File: config.mk
export PLATFORM = sky130hd
export DESIGN_NAME = ccc_iter_stage
export DESIGN_NICKNAME = d
export VERILOG_FILES = /design/src/sv/ccc_pkg.sv /design/src/sv/ccc_iter_stage.sv
export SDC_FILE = /design/constraint.sdc
export NUM_CORES = 1
export LEC_CHECK = 0
export CORE_AREA = 5 5 195 197
export CTS_BUF_LIST = sky130_fd_sc_hd__clkbuf_4
export DETAILED_ROUTE_END_ITERATION = 10
export DIE_AREA = 0 0 200 202
export DONT_BUFFER_PORTS = 1
export GPL_TIMING_DRIVEN = 1
export RECOVER_POWER = 100
export SLEW_MARGIN = 20
export SYNTH_ARGS = -nofsm -noshare
export SYNTH_HDL_FRONTEND = slang
export SYNTH_SLANG_ARGS = --single-unit
File: constraint.sdc
create_clock -name clk -period 4.7 [get_ports clk]
set_input_delay 0.705 -clock clk [delete_from_list [all_inputs] [get_ports clk]]
set_output_delay 0.705 -clock clk [all_outputs]
set_load 0.005 [all_outputs]
File: src/sv/ccc_pkg.sv
// Shared types, widths and constants for the circle collision contact pipeline.
package ccc_pkg;

  localparam int CoordW   = 16;
  localparam int NumSteps = 20;
  localparam int DivBits  = 16;
  localparam int PreShift = 14;
  localparam int CordW    = 35;
  localparam int ZW       = 25;
  localparam int RemW     = 34;
  localparam int TotW     = 17;
  localparam int AngW     = 14;

  localparam logic signed [ZW-1:0]  Deg90Q16 = ZW'(5898240);
  localparam logic signed [ZW-1:0]  RoundQ16 = ZW'(2048);
  localparam logic signed [AngW-1:0] DegQ4_90  = AngW'(1440);
  localparam logic signed [AngW-1:0] DegQ4_180 = AngW'(2880);
  localparam logic signed [AngW-1:0] DegQ4_270 = AngW'(4320);

  // atan(2^-i) in degrees, Q16.
  localparam int AtanTab [NumSteps] = '{
    2949120, 1740967, 919879, 466945, 234379, 117304, 58666, 29335,
    14668, 7334, 3667, 1833, 917, 458, 229, 115, 57, 29, 14, 7
  };

  typedef struct packed {
    logic                     touch;
    logic                     zero_total;
    logic                     dx_zero;
    logic                     dx_pos;
    logic                     sign_neg;
    logic                     y1_lt;
    logic [CoordW-1:0]        x1;
    logic [CoordW-1:0]        y1;
    logic [TotW-1:0]          total;
    logic [RemW-1:0]          rem_x;
    logic [RemW-1:0]          rem_y;
    logic [CoordW-1:0]        q_x;
    logic [CoordW-1:0]        q_y;
    logic signed [CordW-1:0]  cx;
    logic signed [CordW-1:0]  cy;
    logic signed [ZW-1:0]     z;
  } ccc_iter_t;

endpackage

File: src/sv/ccc_iter_stage.sv
// One stage: one vectoring CORDIC step; below DivBits also one bit of both quotients.
module ccc_iter_stage #(
  parameter int STEP = 0
) (
  input  logic              clk,
  input  logic              rst_n,
  input  logic              en,
  input  logic              in_valid,
  input  ccc_pkg::ccc_iter_t in_data,
  output logic              out_valid,
  output ccc_pkg::ccc_iter_t out_data
);
  import ccc_pkg::*;

  localparam int K = (STEP < DivBits) ? (DivBits - 1 - STEP) : 0;
  localparam logic signed [ZW-1:0] Atan = ZW'(AtanTab[STEP]);

  logic               valid_r;
  ccc_iter_t          data_r;
  ccc_iter_t          data_nxt;
  logic signed [CordW-1:0] xs;
  logic signed [CordW-1:0] ys;
  logic [RemW-1:0]    dvs;

  always_comb begin
    data_nxt = in_data;
    // Shifts truncate toward zero; x never goes negative.
    xs = in_data.cx >>> STEP;
    if (in_data.cy[CordW-1]) begin
      ys = -((-in_data.cy) >>> STEP);
    end else begin
      ys = in_data.cy >>> STEP;
    end
    if (!in_data.cy[CordW-1]) begin
      data_nxt.cx = in_data.cx + ys;
      data_nxt.cy = in_data.cy - xs;
      data_nxt.z  = in_data.z + Atan;
    end else begin
      data_nxt.cx = in_data.cx - ys;
      data_nxt.cy = in_data.cy + xs;
      data_nxt.z  = in_data.z - Atan;
    end
    dvs = RemW'(in_data.total) << K;
    if (STEP < DivBits) begin
      if (in_data.rem_x >= dvs) begin
        data_nxt.rem_x = in_data.rem_x - dvs;
        data_nxt.q_x[K] = 1'b1;
      end
      if (in_data.rem_y >= dvs) begin
        data_nxt.rem_y = in_data.rem_y - dvs;
        data_nxt.q_y[K] = 1'b1;
      end
    end
  end

  always_ff @(posedge clk) begin
    if (!rst_n) begin
      valid_r <= 1'b0;
    end else if (en) begin
      valid_r <= in_valid;
    end
  end

  always_ff @(posedge clk) begin
    if (en) begin
      data_r <= data_nxt;
    end
  end

  assign out_valid = valid_r;
  assign out_data  = data_r;
endmodule

==> metrics.md, run 1 <==
| Metric | Value |
|---|---|
| Setup slack of the critical path after layout | 0.5482 ns |
| Port Buf Inserts | 0 |
| Share of cells above drive strength 1 | 0.08450 |
| Endpoints failing setup | 0 |
| Post-route design area | 17520 um2 |
| 1st-iter DRT viols | 649 |
| Minimum setup slack among reg-to-reg paths | 4.08 ns |
| H-tree Lvls | 3 |
| Placer congestion estimate | 0.8929 |
| Pin count of the biggest net entering global routing | 251 |
| Hold Violations, Final | 0 |
| Post-synth net total | 1748 |
| Number of instances in the synthesized netlist | 1377 |
| Max-Cap Viols | 1 |
| Vias post-DR | 11510 |
| Pins over their slew limit | 20 |
| TritonCTS clock tree | done |
| Transition time at the pin with the least slew margin | 2.445 ns |
| Number of flops mapped to enable cells by yosys | 249 |
| Worst Hold Class | in2reg |
| Vias in the first global route | 11690 |
| Routed WL | 47480 um |
| Share of Yosys cell area claimed by the top area cell type | 0.4907 |
| Largest driver fanout on the critical path | 19 |
| Root buffer cell | clkbuf_4 |
| Run status | finished, violations left |
| Total number of nets in the final design | 1896 |
| Minimum setup slack after placement | 0.2689 ns |
| Detailed-placement wirelength estimate | 36040 um |
| Initial antenna violation count | 1 |
| Num CTS Buffers | 68 |
| Post-detailed-route count of antenna-violating nets | 0 |
| Cells taking the most area after synthesis | edfxtp_1, ha_1, xnor2_1 |
| Dpl cell area | 15800 um2 |
| XOR/XNOR share of the synthesized area | 0.09534 |
| Area grow syn2layout | 14.99% |
| Flops & latches, synth | 250 |
| Areal power density over the cells | 362.6 nW/um2 |
| Top cells by count, synth | edfxtp_1, a21oi_1, ha_1 |
| Simple logic cell fraction of the synthesized area | 0.1228 |
| Cell area after synthesis | 15240 um2 |
| Failing checks | capacitance limit, slew limit |
| Number of fillers in the final layout | 3280 |
| Endpoint required time on the critical path | 5.23 ns |
| Most common cell in the synthesized netlist | edfxtp_1 |
| Unrepaired setup endpoints after global routing | false |
| Initial Utilization | 0.4223 |
| Worst Setup Start Kind | primary input |
| Top Ports | 505 |
| Gr usage total | 0.2221 |
| Arr. time, crit path | 4.68 ns |
| Post-route setup TNS | 0 ns |
| Largest vdd supply drop | 0.2269 mV |
| Delay of the slowest critical-path stage | 1.91 ns |
| Critical Path Sink Type | flop |
| Highest attainable clock frequency | 240.9 MHz |
| Leakage power | 6.880 nW |
| Number of sinks on the clock net | 250 |
| DIE AREA | 40400 um2 |
| Flip-flop cell with the highest count after synthesis | edfxtp_1 |
| Standard cell core area | 36080 um2 |
| X dimension of the die | 200 um |
| Fraction of synthesized area in multiplexers | 0.008540 |
| Clock latency on the worst-skew pair | 0.73 ns |
| Routed length per placed instance | 23.24 um |
| Sequential fraction of the synthesis area | 0.4920 |
| Combinational family with the most area after synthesis | compound AO/OA/AOI/OAI gates |
| Slowest CP cell | o311ai_1 |
| Worst setup skew after layout | 0 ns |
| Mean instance size in the synthesized netlist | 11.07 um2 |
| Worst path cell trace | inv_1 > ha_1 > and4b_1 > nand4_1 > o41ai_1 > nor3_1 > o311ai_1 > buf_4 > nor2_1 > a21oi_1 |
| Post-layout minimum cycle time | 4.152 ns |
| Area leader, netlist | edfxtp_1 |
| Wire length of the first global-routing pass | 69460 um |
| Number of synthesis warnings | 0 |
| DRC | 0 |
| Detailed-router iteration count before antenna repair | 5 |
| Classification of the worst setup path | in2reg |
| Complex-gate fraction of the synthesized area | 0.1585 |
| Global route overflow | 0 |
| Adder-cell share of the synthesized area | 0.09854 |
| Resized cells post-CTS | 0 |
| # rows | 70 |
| Final worst-path cycle share | 0.8834 |
| Yosys cell types | 85 |
| Rel. slew slack | -0.6555 |
| Post-synth ARST share | 0 |
| Routed via count divided by cell count | 5.632 |
| Clock slew at reported path FFs | 0.07 ns |
| Die height | 202 um |
| Maximum clock path buffer count | 3 |
cells in the final DEF, fill, tap and decap left out, types with 11 or more instances in the layout:
cell type      netlist  routed
dlygate4sd3_1        0      97
nand2_1             75      76
o21ai_0             60      72
nor3_1              27      29
clkbuf_4             0      87
nor4_1              14      14
nand2b_1            13      13
nand3_1             21      21
and3_1              11      11
edfxtp_1           249     249
clkinv_1             0      19
nand4_1             14      14
o21bai_1            11      11
a31oi_1             16      16
a211oi_1            12      13
a21oi_1            126     126
xor2_1              62      62
ha_1               112     112
xnor2_1            102     102
inv_1               63      63
nor2b_1             13      13
nor2_1             102     102
a21o_1              64      64
per-stage QoR:
stage                     utilization  hold WS [ns]  power, W  std cells
after floorplan                     -        0.5073  0.004014       1377
after detailed placement       0.4378        0.5577  0.004408       1826
final                          0.4855       0.09386  0.006353       2043
after CTS                      0.4878     0.0003944  0.006456       2042
after global placement         0.4378        0.5546  0.004415       1826
after global routing           0.4855       0.02728  0.006733       2043
layer usage:
metal  track usage  up-vias  wire length (um)
li1              -     5494                 -
met1        0.2418     5475             17570
met2        0.3933      455             24030
met3       0.08135       82              4622
met4       0.08079        0              1258
met5             0        -                 0
worst max-delay path, delay by kind of cell:
family / cells / cell delay, ns
simple gates: 4 / 0.58
buf+inv: 2 / 0.50
fa+ha+maj: 1 / 0.42
compound gates: 3 / 2.46
state kept, by name, indices dropped and copies added (netlist names):
name / cells
out_data: 249
out_valid: 1
area by class of cell:
| class | instances | area [um2] | share of cell area |
|---|---|---|---|
| Multi-Input combinational cell | 1032 | 7312 | 0.4173 |
| Antenna cell | 1 | 2.502 | 0.0001428 |
| Timing Repair Buffer | 110 | 1054 | 0.06013 |
| Tap cell | 468 | 585.6 | 0.03342 |
| Clock buffer | 87 | 653.1 | 0.03728 |
| Clock inverter | 32 | 180.2 | 0.01028 |
| Sequential cell | 250 | 7497 | 0.4279 |
| Inverter | 63 | 236.5 | 0.01350 |
worst paths after layout:
| check | depth (start not counted) | endpoint | from |
|---|---|---|---|
| worst max-delay path | 10 | out_data[180] | in_data[199] |
| worst min-delay path | 0 | out_data[230] | in_data[230] |
| worst max register to register | 2 | out_valid | out_valid |
| worst min register to register | 2 | out_valid | out_valid |
cell families after synthesis:
group | Yosys count
AO/OA/AOI/OAI | 380
XOR/XNOR | 165
adder cells (fa/ha/maj) | 117
buffers and inverters | 95
flip-flops | 250
multiplexers | 12
AND/OR/NAND/NOR | 358
report_power, final:
| group | total, W | internal (W) | switching [W] |
|---|---|---|---|
| clock | 0.00192 | 0.000985 | 0.000937 |
| sequential | 0.00307 | 0.00286 | 0.000218 |
| combinational | 0.00136 | 0.000605 | 0.000751 |
repair_timing:
action	in CTS	in global routing
endpoints found under the hold margin	97	0
hold buffers	97	0
setup buffers	0	0
(Power assumes the default switching activity.)
==> run 2: changes to the inputs <==
- BUFFER_PORTS_ARGS: unset -> -buffer_cell sky130_fd_sc_hd__buf_2
- CORE_AREA: 5 5 195 197 -> 5 5 192 194
- DIE_AREA: 0 0 200 202 -> 0 0 197 199
- DONT_BUFFER_PORTS: 1 -> unset
- MAX_ROUTING_LAYER: unset -> met4
- PLACE_DENSITY: unset -> 0.71
==> metrics.md, run 2 (same netlist as run 1, synthesis figures left out) <==
| Metric | Value |
|---|---|
| Arr. time, crit path | 4.57 ns (-0.11 ns) |
| Number of sinks on the clock net | 250 (unchanged) |
| Number of hold-repair buffers added at the cts stage | 0 (-100%) |
| Share of cells above drive strength 1 | 0.2013 (+0.1168) |
| Maximum clock path buffer count | 3 (unchanged) |
| Power after layout | 0.006845 W (+7.7%) |
| Standard cell core area | 35050 um2 (-2.9%) |
| Placer congestion estimate | 0.9194 (+3.0%) |
| Delay of the slowest critical-path stage | 0.83 ns (-1.08 ns) |
| Buf+Inv Stages, Crit Path | 4 (+2) |
| Rel. slew slack | -0.5514 (+0.1041) |
| Worst path cell trace | clkbuf_1 > inv_1 > clkbuf_1 > o41ai_1 > xor2_1 > ha_1 > clkbuf_1 > nand4_1 > or2_2 > o221ai_1 > a21o_1 > a41oi_1 > xnor2_1 |
| Max reg flops | 249 (unchanged) |
| Num CTS Buffers | 68 (unchanged) |
| DRC | 0 (unchanged) |
| Run status | finished, violations left |
| Critical register-to-register path startpoint | out_valid |
| Top Ports | 505 (unchanged) |
| Wire length of the first global-routing pass | 69500 um (about the same) |
| Global route overflow | 0 (unchanged) |
| Critical Path Start | in_data[59] |
| Minimum setup slack after placement | 0.1076 ns (-0.1613 ns) |
| Leakage power | 7.838 nW (+14%) |
| Worst setup skew after layout | 0 ns (unchanged) |
| Vias post-DR | 13060 (+13%) |
| Cell depth of the worst min-delay path | 1 (+1) |
| X dimension of the die | 197 um (-1.5%) |
| 1st-iter DRT viols | 840 (+29%) |
| Area grow syn2layout | 24.43% |
| Cell mode on critical path | clkbuf_1 |
| Hold path startpoint | in_data[222] |
| Critical Path Sink Type | flop |
| Routed length per placed instance | 19.00 um (-18%) |
| Post-layout minimum cycle time | 4.120 ns (-0.03133 ns) |
| Root buffer cell | clkbuf_4 |
| Die height | 199 um (-1.5%) |
| Initial antenna violation count | 8 (+7) |
| # rows | 69 (-1.4%) |
| Clock latency on the worst-skew pair | 0.70 ns (-0.03 ns) |
| Pin count of the biggest net entering global routing | 91 (-64%) |
| Setup slack of the critical path after layout | 0.5795 ns (+0.03133 ns) |
| Routed via count divided by cell count | 5.306 (-5.8%) |
| Transition time at the pin with the least slew margin | 2.327 ns (-0.1175 ns) |
| Count of buffers added by post-CTS timing repair for setup | 0 (unchanged) |
| Initial Utilization | 0.4347 (+0.01245) |
| Areal power density over the cells | 361.0 nW/um2 (-0.43%) |
| Largest driver fanout on the critical path | 20 (+1) |
| Largest vdd supply drop | 0.2131 mV (-6.1%) |
| Hold Violations, Final | 0 (unchanged) |
| Endpoints failing setup | 0 (unchanged) |
| Leading cell type in the layout, fill and taps excluded | clkbuf_1 |
| Most frequent cells in the layout | clkbuf_1, buf_2, edfxtp_1, a21oi_1, ha_1 |
| Worst Hold Class | in2reg |
| Resized cells post-CTS | 0 (unchanged) |
| Highest attainable clock frequency | 242.7 MHz (+0.76%) |
| Total stage count of the critical path | 13 (+3) |
| Classification of the worst setup path | in2reg |
| Max-Cap Viols | 4 (+3) |
| Final core occ | 0.5409 (+0.05537) |
| Worst Hold Slack | 0.1615 ns (+0.06769 ns) |
| Vias in the first global route | 13120 (+12%) |
| Gr usage total | 0.2321 (+0.01003) |
| Post-route setup TNS | 0 ns (unchanged) |
| Detailed-router iteration count before antenna repair | 5 (unchanged) |
| Total number of nets in the final design | 2310 (+22%) |
| Worst path top cell family by delay | buffers and inverters |
| Endpoint required time on the critical path | 5.15 ns (-0.08 ns) |
| Routed WL | 46750 um (-1.5%) |
| Number of fillers in the final layout | 3227 (-1.6%) |
| Clock slew at reported path FFs | 0.07 ns (about the same) |
| Failing checks | capacitance limit, slew limit |
| Pins over their slew limit | 257 (+1200%) |
| H-tree Lvls | 3 (unchanged) |
| Final worst-path cycle share | 0.8767 (-0.006666) |
| TritonCTS clock tree | done |
| Unrepaired setup endpoints after global routing | false |
| DIE AREA | 39200 um2 (-3.0%) |
| Port Buf Inserts | 504 (+504) |
| Cells on worst reg2reg path | 2 (unchanged) |
| Post-detailed-route count of antenna-violating nets | 0 (unchanged) |
| Detailed-placement wirelength estimate | 37750 um (+4.7%) |
| Worst Setup Start Kind | primary input |
| Slowest CP cell | clkbuf_1 |
## run 2: area by class of cell
class	count	area, um2	area share
flip-flops and latches	250	7497	0.3954
multi-input cells	1032	7357	0.3880
clock inverters	26	239.0	0.01260
well taps	461	576.8	0.03042
inverters	63	236.5	0.01247
repair buffers	524	2330	0.1229
diodes	13	32.53	0.001716
clock buffers	92	690.7	0.03643
## run 2: worst paths after layout
path                            slack [ns]             to
worst min register to register        0.53      out_valid
worst max-delay path                  0.58   out_data[89]
worst max register to register        4.06      out_valid
worst min-delay path                  0.16  out_data[222]
## run 2: routing by layer
| layer | global-route usage | share of wire | vias up |
|---|---|---|---|
| li1 | - | - | 6353 |
| met1 | 0.2652 | 0.39 | 6123 |
| met2 | 0.4017 | 0.51 | 505 |
| met3 | 0.05335 | 0.075 | 78 |
| met4 | 0.08320 | 0.027 | 0 |
| met5 | - | 0 | - |
## run 2: power by group
group | internal [W] | switching (W) | leakage, nW | total, W
sequential | 0.00285 | 0.0000806 | 2.45 | 0.00293
clock | 0.00119 | 0.000924 | 0.531 | 0.00211
combinational | 0.000740 | 0.00107 | 4.86 | 0.00181
## run 2: through the flow
stage	instances	area [um2]
floorplan	1377	15240
global placement	2330	18390
detailed placement	2330	18390
CTS	2448	19310
global route	2456	18950
finish	2461	18960
==> run 3: changes to the inputs <==
- CORE_AREA: 5 5 192 194 -> unset
- CORE_ASPECT_RATIO: unset -> 0.6
- CORE_MARGIN: unset -> 5
- CORE_UTILIZATION: unset -> 45
- DIE_AREA: 0 0 197 199 -> unset
- PLACE_DENSITY: 0.71 -> 0.72
==> metrics.md, run 3 (same netlist as run 1, synthesis figures left out) <==
| Metric | Value |
|---|---|
| Delay of the slowest critical-path stage | 0.67 ns (-0.16 ns) |
| Detailed-placement wirelength estimate | 41760 um (+11%) |
| Cell depth of the worst min-delay path | 1 (unchanged) |
| Leading cell type in the layout, fill and taps excluded | buf_2 |
| Final worst-path cycle share | 0.8821 (+0.005373) |
| Largest driver fanout on the critical path | 18 (-10%) |
| Worst Setup Start Kind | primary input |
| Standard cell core area | 33570 um2 (-4.2%) |
| Cell mode on critical path | o21ai_0 |
| 1st-iter DRT viols | 1044 (+24%) |
| End of the worst register-to-register path | out_valid |
| Count of buffers added by post-CTS timing repair for setup | 0 (unchanged) |
| Largest vdd supply drop | 0.2877 mV (+35%) |
| Critical Path Sink Type | flop |
| Initial antenna violation count | 20 (+12) |
| Pins over their slew limit | 257 (unchanged) |
| Rel. slew slack | -0.9661 (-0.4147) |
| Slowest CP cell | o21ai_0 |
| Post-route setup TNS | 0 ns (unchanged) |
| DIE AREA | 37760 um2 (-3.7%) |
| Worst setup skew after layout | 0 ns (unchanged) |
| Port Buf Inserts | 504 (unchanged) |
| Wire length of the first global-routing pass | 77410 um (+11%) |
| Post-layout minimum cycle time | 4.146 ns (+0.02525 ns) |
| Worst Hold Class | in2reg |
| Leakage power | 7.812 nW (-0.33%) |
| Run status | finished, violations left |
| Pin count of the biggest net entering global routing | 113 (+24%) |
| Unrepaired setup endpoints after global routing | false |
| Clock slew at reported path FFs | 0.08 ns (about the same) |
| Cells on worst reg2reg path | 2 (unchanged) |
| Post-detailed-route count of antenna-violating nets | 0 (unchanged) |
| Minimum setup slack among reg-to-reg paths | 4.02 ns (-0.04 ns) |
| Root buffer cell | clkbuf_4 |
| Vias post-DR | 13290 (+1.8%) |
| Die height | 152.5 um (-23%) |
| Power after layout | 0.006670 W (-2.6%) |
| Worst path top cell family by delay | compound AO/OA/AOI/OAI gates |
| Resized cells post-CTS | 0 (unchanged) |
| Routed via count divided by cell count | 5.398 (+1.7%) |
| Endpoint required time on the critical path | 5.18 ns (+0.03 ns) |
| TritonCTS clock tree | done |
| Area grow syn2layout | 23.96% |
| Critical Path Start | in_data[59] |
| Worst path cell trace | clkbuf_1 > inv_1 > o41ai_1 > xor2_1 > ha_1 > a211oi_1 > nor2_1 > or4_1 > o21ai_0 > o31a_1 > o211ai_1 > o21ai_0 > xnor2_1 |
| X dimension of the die | 247.6 um (+26%) |
| Top Ports | 505 (unchanged) |
| Maximum clock path buffer count | 3 (unchanged) |
| Max-Cap Viols | 4 (unchanged) |
| Buf+Inv Stages, Crit Path | 2 (-2) |
| Number of sinks on the clock net | 250 (unchanged) |
| # rows | 52 (-25%) |
| Routed length per placed instance | 21.03 um (+11%) |
| Total number of nets in the final design | 2306 (-0.17%) |
| Num CTS Buffers | 60 (-12%) |
| Global route overflow | 0 (unchanged) |
| Highest attainable clock frequency | 241.2 MHz (-0.61%) |
| Vias in the first global route | 13050 (-0.51%) |
| Share of cells above drive strength 1 | 0.2019 (+0.0006097) |
| Initial Utilization | 0.4539 (+0.01915) |
| Hold Violations, Final | 0 (unchanged) |
| Endpoint, Worst Hold | out_data[3] |
| DRC | 0 (unchanged) |
| Number of hold-repair buffers added at the cts stage | 0 (unchanged) |
| Endpoints failing setup | 0 (unchanged) |
| Most frequent cells in the layout | buf_2, clkbuf_1, edfxtp_1, a21oi_1, ha_1 |
| Detailed-router iteration count before antenna repair | 5 (unchanged) |
| Max reg flops | 249 (unchanged) |
| H-tree Lvls | 2 (-1) |
| Transition time at the pin with the least slew margin | 2.949 ns (+0.6221 ns) |
| Classification of the worst setup path | in2reg |
| Hold path startpoint | in_data[3] |
| Arr. time, crit path | 4.63 ns (+0.06 ns) |
| Routed WL | 51770 um (+11%) |
| Placer congestion estimate | 0.9265 (+0.77%) |
| Critical register-to-register path startpoint | out_valid |
| Failing checks | capacitance limit, slew limit |
| Gr usage total | 0.2705 (+0.03836) |
| Clock latency on the worst-skew pair | 0.72 ns (+0.02 ns) |
| Areal power density over the cells | 353.1 nW/um2 (-2.2%) |
==> run 3: cell count changes in the layout (fill, tap and decap cells not counted), moves of 2 or more <==
cell | previous run | this run
clkinv_2 | 1 | 3
buf_2 | 255 | 260
buf_4 | 11 | 16
clkbuf_1 | 256 | 250
bufinv_16 | 5 | 2
and2_0 | 2 | 4
diode_2 | 13 | 22
clkbuf_4 | 92 | 87
clkinv_1 | 18 | 14
==> run 3: power by group <==
group	switching [W]	internal [W]
registers	0.0000819	0.00284
logic	0.00111	0.000749
clock network	0.000919	0.000966
==> run 3: worst max-delay path by stage <==
stage	endpoint	slack, ns	cells past startpoint
5_1_grt	out_data[59]	0.29	14
6_report	out_data[94]	0.55	13
3_3_place_gp	out_data[92]	0.19	16
3_5_place_dp	out_data[90]	0.16	14
4_1_cts	out_data[90]	0.95	14
2_1_floorplan	out_data[90]	0.55	14
==> run 3: routing by layer <==
| layer | wire length (um) | GRT usage | share of wire | up-vias |
|---|---|---|---|---|
| li1 | - | - | - | 6364 |
| met1 | 21660 | 0.3414 | 0.42 | 6351 |
| met2 | 24590 | 0.4354 | 0.47 | 506 |
| met3 | 4135 | 0.06644 | 0.080 | 69 |
| met4 | 1387 | 0.07893 | 0.027 | 0 |
| met5 | 0 | - | 0 | - |
==> run 3: final cells by class <==
| cell class | count | area [um2] |
|---|---|---|
| multi-input combinational | 1032 | 7356 |
| clock buffer | 87 | 653.1 |
| sequential | 250 | 7497 |
| tap | 459 | 574.3 |
| timing repair buffer | 528 | 2369 |
| inverter | 63 | 236.5 |
| clock inverter | 21 | 147.6 |
| fill | 3104 | 14680 |
| antenna | 22 | 55.05 |
==> run 3: stage by stage <==
stage	setup slack, ns	util	cell area, um2	instances	hold slack, ns
floorplan	0.5458	-	15240	1377	0.5073
global placement	0.1853	0.5485	18410	2332	0.5038
detailed placement	0.1557	0.5485	18410	2332	0.5414
CTS	0.9465	0.5723	19210	2440	0.01982
global route	0.2905	0.5625	18880	2460	0.05478
finish	0.5543	0.5626	18890	2462	0.1082
